===== src/hdl/lpht_pkg.sv =====
// ----------------------------------------------------------------------------
// lpht_pkg
// Shared sizes for the linear probing hash table.
// ----------------------------------------------------------------------------
package lpht_pkg;

  localparam int SLOTS    = 16;
  localparam int SLOT_W   = $clog2(SLOTS);
  localparam int KEY_W    = 31;
  localparam int BC_W     = 5;
  localparam int BC_RESET = 10;
  localparam int OUT_SLOT_W = 4;
  localparam int EFF_W    = (SLOT_W + 1 > BC_W) ? SLOT_W + 1 : BC_W;

  localparam int MOD_BITS = 8;
  localparam int MOD_ITER = (KEY_W + MOD_BITS - 1) / MOD_BITS;
  localparam int MOD_PAD_W = MOD_ITER * MOD_BITS;
  localparam int MOD_ITER_W = (MOD_ITER > 1) ? $clog2(MOD_ITER) : 1;

  typedef enum logic [4:0] {
    S_IDLE  = 5'b00001,
    S_HASH  = 5'b00010,
    S_READ  = 5'b00100,
    S_CHECK = 5'b01000,
    S_OUT   = 5'b10000
  } state_t;

endpackage


===== src/hdl/linear_probe_hash_table.sv =====
// ----------------------------------------------------------------------------
// linear_probe_hash_table
// Open addressing hash table with linear probing over a key RAM and
// occupancy flops. Search or insert, one result per operation.
//
//   channel  direction  handshake           payload
//   in       input      in_valid/in_stall   op, key
//   out      output     out_valid/out_stall hit, slot, table_full
//   cfg      input      cfg_valid/cfg_ready cfg_data (bucket count)
//
// Each operation runs the modulo unit for the home slot, then makes one key
// RAM read per probe, with 1 to min(bucket count, 16) probes (zero acts as one).
// Reset clears all occupancy bits at once; bucket count returns to 10.
// A new operation is taken while a result still waits under out_stall.
// ----------------------------------------------------------------------------
module linear_probe_hash_table (
  input  logic                            clk,
  input  logic                            rst,
  input  logic                            in_valid,
  output logic                            in_stall,
  input  logic                            op,
  input  logic [lpht_pkg::KEY_W-1:0]      key,
  output logic                            out_valid,
  input  logic                            out_stall,
  output logic                            hit,
  output logic [lpht_pkg::OUT_SLOT_W-1:0] slot,
  output logic                            table_full,
  input  logic                            cfg_valid,
  output logic                            cfg_ready,
  input  logic [lpht_pkg::BC_W-1:0]       cfg_data
);

  import lpht_pkg::*;

  state_t           state;
  logic [BC_W-1:0]  bucket_count;
  logic [EFF_W-1:0] eff;
  logic             op_q;
  logic [KEY_W-1:0] key_q;
  logic [SLOT_W-1:0] pos;
  logic [SLOT_W-1:0] pos_inc;
  logic [EFF_W-1:0] probes;
  logic [SLOTS-1:0] slot_valid;
  logic             r_hit;
  logic [SLOT_W-1:0] r_slot;
  logic             r_full;

  logic             in_xfer;
  logic             mod_done;
  logic [EFF_W-1:0] mod_rem;
  logic             ram_we;
  logic [SLOT_W-1:0] ram_raddr;
  logic [KEY_W-1:0] ram_rdata;
  logic             empty_now;
  logic             match_now;
  logic             last_probe;
  logic             out_free;

  assign cfg_ready = 1'b1;
  assign in_stall  = (state != S_IDLE);
  assign in_xfer   = in_valid && !in_stall;
  assign out_free  = !out_valid || !out_stall;

  always_comb begin
    if (bucket_count == '0) begin
      eff = EFF_W'(1);
    end else if (EFF_W'(bucket_count) > EFF_W'(SLOTS)) begin
      eff = EFF_W'(SLOTS);
    end else begin
      eff = EFF_W'(bucket_count);
    end
  end

  assign pos_inc    = (EFF_W'(pos) + 1'b1 == eff) ? '0 : pos + 1'b1;
  assign empty_now  = !slot_valid[pos];
  assign match_now  = slot_valid[pos] && (ram_rdata == key_q);
  assign last_probe = (probes == eff - 1'b1);
  assign ram_we     = (state == S_CHECK) && empty_now && op_q;
  assign ram_raddr  = (state == S_CHECK) ? pos_inc : pos;

  lpht_mod u_mod (
    .clk     (clk),
    .rst     (rst),
    .start   (in_xfer),
    .key     (key),
    .divisor (eff),
    .done    (mod_done),
    .rem     (mod_rem)
  );

  lpht_ram #(
    .WIDTH (KEY_W),
    .DEPTH (SLOTS)
  ) u_keys (
    .clk   (clk),
    .we    (ram_we),
    .waddr (pos),
    .wdata (key_q),
    .raddr (ram_raddr),
    .rdata (ram_rdata)
  );

  always_ff @(posedge clk) begin
    if (rst) begin
      state        <= S_IDLE;
      bucket_count <= BC_W'(BC_RESET);
      slot_valid   <= '0;
      out_valid    <= 1'b0;
    end else begin
      if (cfg_valid && cfg_ready) begin
        bucket_count <= cfg_data;
      end
      if (state == S_OUT && out_free) begin
        out_valid <= 1'b1;
      end else if (out_valid && !out_stall) begin
        out_valid <= 1'b0;
      end
      unique case (state)
        S_IDLE: begin
          if (in_xfer) begin
            state <= S_HASH;
          end
        end
        S_HASH: begin
          if (mod_done) begin
            state <= S_READ;
          end
        end
        S_READ: begin
          state <= S_CHECK;
        end
        S_CHECK: begin
          if (ram_we) begin
            slot_valid[pos] <= 1'b1;
          end
          if (empty_now || match_now || last_probe) begin
            state <= S_OUT;
          end
        end
        S_OUT: begin
          if (out_free) begin
            state <= S_IDLE;
          end
        end
        default: begin
          state <= S_IDLE;
        end
      endcase
    end
  end

  always_ff @(posedge clk) begin
    if (in_xfer) begin
      op_q  <= op;
      key_q <= key;
    end
    if (state == S_HASH && mod_done) begin
      pos    <= SLOT_W'(mod_rem);
      probes <= '0;
    end else if (state == S_CHECK) begin
      if (empty_now) begin
        r_hit  <= 1'b0;
        r_slot <= op_q ? pos : '0;
        r_full <= 1'b0;
      end else if (match_now) begin
        r_hit  <= 1'b1;
        r_slot <= pos;
        r_full <= 1'b0;
      end else if (last_probe) begin
        r_hit  <= 1'b0;
        r_slot <= '0;
        r_full <= op_q;
      end else begin
        pos    <= pos_inc;
        probes <= probes + 1'b1;
      end
    end
    if (state == S_OUT && out_free) begin
      hit        <= r_hit;
      slot       <= OUT_SLOT_W'(r_slot);
      table_full <= r_full;
    end
  end

  a_write_empty_only: assert property (@(posedge clk) disable iff (rst)
    ram_we |-> !slot_valid[pos])
    else $error("key write into occupied slot");

  a_probe_bound: assert property (@(posedge clk) disable iff (rst)
    (state == S_CHECK) |-> (probes < eff))
    else $error("probe chain ran past bucket count");

  a_rem_range: assert property (@(posedge clk) disable iff (rst)
    (state == S_HASH && mod_done) |-> (mod_rem < eff))
    else $error("home slot outside bucket count");

  a_hit_not_full: assert property (@(posedge clk) disable iff (rst)
    out_valid |-> !(hit && table_full))
    else $error("hit and table_full together");

endmodule


===== src/hdl/lpht_ram.sv =====
// ----------------------------------------------------------------------------
// lpht_ram
// Generic simple dual port RAM, one write port, one registered read port.
// ----------------------------------------------------------------------------
module lpht_ram #(
  parameter int WIDTH = 8,
  parameter int DEPTH = 16
) (
  input  logic                     clk,
  input  logic                     we,
  input  logic [$clog2(DEPTH)-1:0] waddr,
  input  logic [WIDTH-1:0]         wdata,
  input  logic [$clog2(DEPTH)-1:0] raddr,
  output logic [WIDTH-1:0]         rdata
);

  logic [WIDTH-1:0] mem [DEPTH];

  always_ff @(posedge clk) begin
    if (we) begin
      mem[waddr] <= wdata;
    end
    rdata <= mem[raddr];
  end

endmodule


===== src/hdl/lpht_mod.sv =====
// ----------------------------------------------------------------------------
// lpht_mod
// Iterative key modulo bucket count, MOD_BITS key bits per cycle, MSB first.
// ----------------------------------------------------------------------------
module lpht_mod (
  input  logic                       clk,
  input  logic                       rst,
  input  logic                       start,
  input  logic [lpht_pkg::KEY_W-1:0] key,
  input  logic [lpht_pkg::EFF_W-1:0] divisor,
  output logic                       done,
  output logic [lpht_pkg::EFF_W-1:0] rem
);

  import lpht_pkg::*;

  logic                  busy;
  logic [MOD_ITER_W-1:0] iter;
  logic [MOD_PAD_W-1:0]  bits;
  logic [EFF_W-1:0]      rem_next;

  always_comb begin
    logic [EFF_W:0]   ext;
    logic [EFF_W-1:0] acc;
    acc = rem;
    for (int i = 0; i < MOD_BITS; i++) begin
      ext = {acc, bits[MOD_PAD_W-1-i]};
      if (ext >= {1'b0, divisor}) begin
        acc = EFF_W'(ext - {1'b0, divisor});
      end else begin
        acc = EFF_W'(ext);
      end
    end
    rem_next = acc;
  end

  always_ff @(posedge clk) begin
    if (rst) begin
      busy <= 1'b0;
      done <= 1'b0;
      iter <= '0;
    end else begin
      done <= busy && !start && (iter == MOD_ITER_W'(MOD_ITER - 1));
      if (start) begin
        busy <= 1'b1;
        iter <= '0;
      end else if (busy) begin
        iter <= iter + 1'b1;
        if (iter == MOD_ITER_W'(MOD_ITER - 1)) begin
          busy <= 1'b0;
        end
      end
    end
  end

  always_ff @(posedge clk) begin
    if (start) begin
      bits <= MOD_PAD_W'(key);
      rem  <= '0;
    end else if (busy) begin
      bits <= bits << MOD_BITS;
      rem  <= rem_next;
    end
  end

endmodule


===== config.mk =====
export PLATFORM = sky130hd
export DESIGN_NAME = linear_probe_hash_table
export DESIGN_NICKNAME = d
export VERILOG_FILES = /design/src/hdl/lpht_pkg.sv /design/src/hdl/linear_probe_hash_table.sv /design/src/hdl/lpht_ram.sv /design/src/hdl/lpht_mod.sv
export SDC_FILE = /design/constraint.sdc
export NUM_CORES = 1
export LEC_CHECK = 0
export BUFFER_PORTS_ARGS = -buffer_cell sky130_fd_sc_hd__buf_2
export CORE_AREA = 5 5 246 296
export DETAILED_ROUTE_END_ITERATION = 16
export DIE_AREA = 0 0 251 301
export SLEW_MARGIN = 20
export SYNTH_ARGS = -nofsm -noshare
export SYNTH_HDL_FRONTEND = slang
export SYNTH_SLANG_ARGS = --single-unit

===== constraint.sdc =====
create_clock -name clk -period 17.5 [get_ports clk]
set_clock_uncertainty 0.15 [all_clocks]
set_input_delay 1.75 -clock clk [delete_from_list [all_inputs] [get_ports clk]]
set_output_delay 1.75 -clock clk [all_outputs]
set_load 0.02 [all_outputs]

==> reports/results.ini <==
[synth]
synth_flop_cell = edfxtp_1
syn-instance-count = 2115
synthArstFlopShare_pct = 0
ys_types = 75
ys_ff_latch = 648
yosys_warnings = 0
seq_area_frac_synth_pct = 67.9
syn_area_um2 = 27600
avgSynthCellArea_um2 = 13.0
synth_nets = 2212
synth_edf_count = 575

[clock_tree]
clock_latency_ns = 0.62
cts_sinks = 648
hold_buffers = 0
cts_root_buf = clkbuf_16
cts-resized-gates = 0
cts_tree = done
numCtsBuffers = 58
clock_path_buffers = 3
htree_levels = 2
cts_setup_buffers = 0
clk_pin_slew_ns = 0.06

[layout]
final_cell_mix = edfxtp_1 (575), nand2_1 (356), a211oi_1 (159)
multi_input_comb_area_um2 = 8330
syn2layout_area_growth_pct = 12.1
final_area_um2 = 30900
final_nets = 2229
diodes = 0
seq_area_um2 = 18700
fillers = 6193
layout_commonest_cell = edfxtp_1
drive_gt1_share_pct = 10.4

[grt]
grt_pass1_vias = 17300
grt_max_degree = 241
track_usage_pct = 17.4
grt-ovfl-total = 0
antenna_found_initial = 1
grt_pass1_wl_um = 103000

[route]
vias_per_cell = 5.54
drtIter0Drc = 1162
vias = 17200
wl_um = 67600
avgRoutedWirePerCell_um = 21.8
ant_nets = 0
drc_errors = 0
drtPass1Iterations = 5

[sta]
hold_viol = 0
post-route-period-util_pct = 90.0
tns_ns = 0
slew_headroom_pct = 30.1
period_minus_slack_ns = 15.75
rsz0062_at_grt = no
setup_violations = 0
fmax_ghz = 0.0635
fin_ws_ns = 1.75
finalMaxSlewViolations = 0
max_slew.worst_pin.slew_ns = 1.05

[floorplanning]
std_cell_rows = 106
fp.dieH_um = 301
ios = 51
start_util_pct = 39.7
dieArea_um2 = 75600
core_um2 = 69400
die_w_um = 251

[run_status]
status = completed

[worst_setup_path]
critPathMaxFanout = 15
rr_worst_depth = 66
critPathSlowestCell = a211oi_4
ff2ff_setup_slack_ns = 1.75
critical_path.startpoint_type = flop
crit_top_cell = o21ai_0
end_kind = flop
cp.required_ns = 17.88
crit_type = reg2reg
cp.arrival_ns = 16.12
critPathMaxStageDelay_ns = 0.54

[hold_path]
hold_depth = 0
hold_class = reg2reg

[placement]
pre_cts_slack_ns = 1.84
dp_hpwl_um = 37400
place_congestion = 0.892
placed_cell_area_um2 = 28900
numPortBuffers = 49

[job]
cap_violations = 0

==> cells in the mapped netlist (5+ instances only) <==
master / instances / area, um2
nor2_1: 82 / 308
xnor2_1: 44 / 385
fa_1: 8 / 160
edfxtp_1: 575 / 17300
nor2b_1: 11 / 68.8
mux4_2: 5 / 113
xor2_1: 25 / 219
buf_1: 5 / 18.8
a21boi_0: 8 / 60.1
nand2_1: 356 / 1340
nor3_1: 17 / 85.1
a311oi_1: 62 / 543
a31oi_1: 67 / 419
clkbuf_1: 97 / 364
o21ai_0: 31 / 155
nor3b_1: 5 / 37.5
a21oi_1: 97 / 485
and3_1: 12 / 75.1
and2_1: 126 / 788
a211oi_1: 159 / 1190
nand2b_1: 11 / 68.8
nand3_1: 10 / 50.1
ha_1: 47 / 588
a21o_1: 13 / 97.6
nor4_1: 6 / 37.5
dfxtp_1: 73 / 1460
mux2i_1: 17 / 170
inv_1: 43 / 161
mux2_2: 7 / 78.8
nand4_1: 11 / 68.8
buf_2: 21 / 105
==> sequential cells by signal, indices dropped and copies added (netlist names), 2 cells and up <==
name          cells
state             5
u_keys.rdata     31
slot              4
u_mod.bits       32
r_slot            4
u_mod.iter        2
pos               4
slot_valid       16
u_mod.rem         5
key_q            31
bucket_count      5
probes            5
u_keys.mem      496
==> area by class of cell <==
cell class	count	area share [%]
multi-input combinational	1298	27.0
sequential	648	60.6
clock buffer	82	5.45
clock inverter	26	1.02
tap	918	3.72
inverter	44	0.534
timing repair buffer	82	1.70
==> critical path, delay by kind of cell, from the launching register on <==
| family | cells | cell delay, ns |
|---|---|---|
| compound gates | 28 | 7.03 |
| fa+ha+maj | 9 | 2.99 |
| buf+inv | 6 | 0.75 |
| flops | 1 | 0.36 |
| mux | 4 | 1.37 |
| simple gates | 19 | 2.98 |
==> cells by family (layout without fill, tap and decap cells) <==
kind of cell / after synthesis / count (layout) / synth area share [%]
xor gates and xnor gates: 69 / 69 / 2.19
other: 1 / 1 / 0.0136
muxes: 30 / 30 / 1.37
DFF: 648 / 648 / 67.9
and+or+nand+nor: 663 / 663 / 11.1
AOI/OAI and AO/OA: 480 / 480 / 12.2
adders and majority gates: 55 / 55 / 2.71
buffers and inverters: 169 / 234 / 2.44
==> metal layers <==
metal / track usage (%) / vias up / part of all wire, %
li1: - / 7950 / -
met2: 31.4 / 386 / 52
met3: 2.10 / 106 / 4.1
met5: 0 / - / 0
met1: 22.4 / 8721 / 42
met4: 4.51 / 0 / 2.5
==> path summary, 6_finish.rpt <==
path / startpoint / end
max: bucket_count[2] / u_mod.rem[0]
min: r_slot[3] / slot[3]
max reg2reg: bucket_count[2] / u_mod.rem[0]
min reg2reg: r_slot[3] / slot[3]
==> stage by stage <==
stage               utilization, %  hold slack, ns  instances
floorplan                        -           0.250       2115
global placement              41.6           0.260       2989
detailed placement            41.6           0.258       2989
CTS                           44.5           0.273       3097
global route                  44.5           0.281       3098
finish                        44.5           0.269       3098
Power is not shown: default switching activity piles up to over one toggle a cycle in this logic, so the estimate is an artifact.
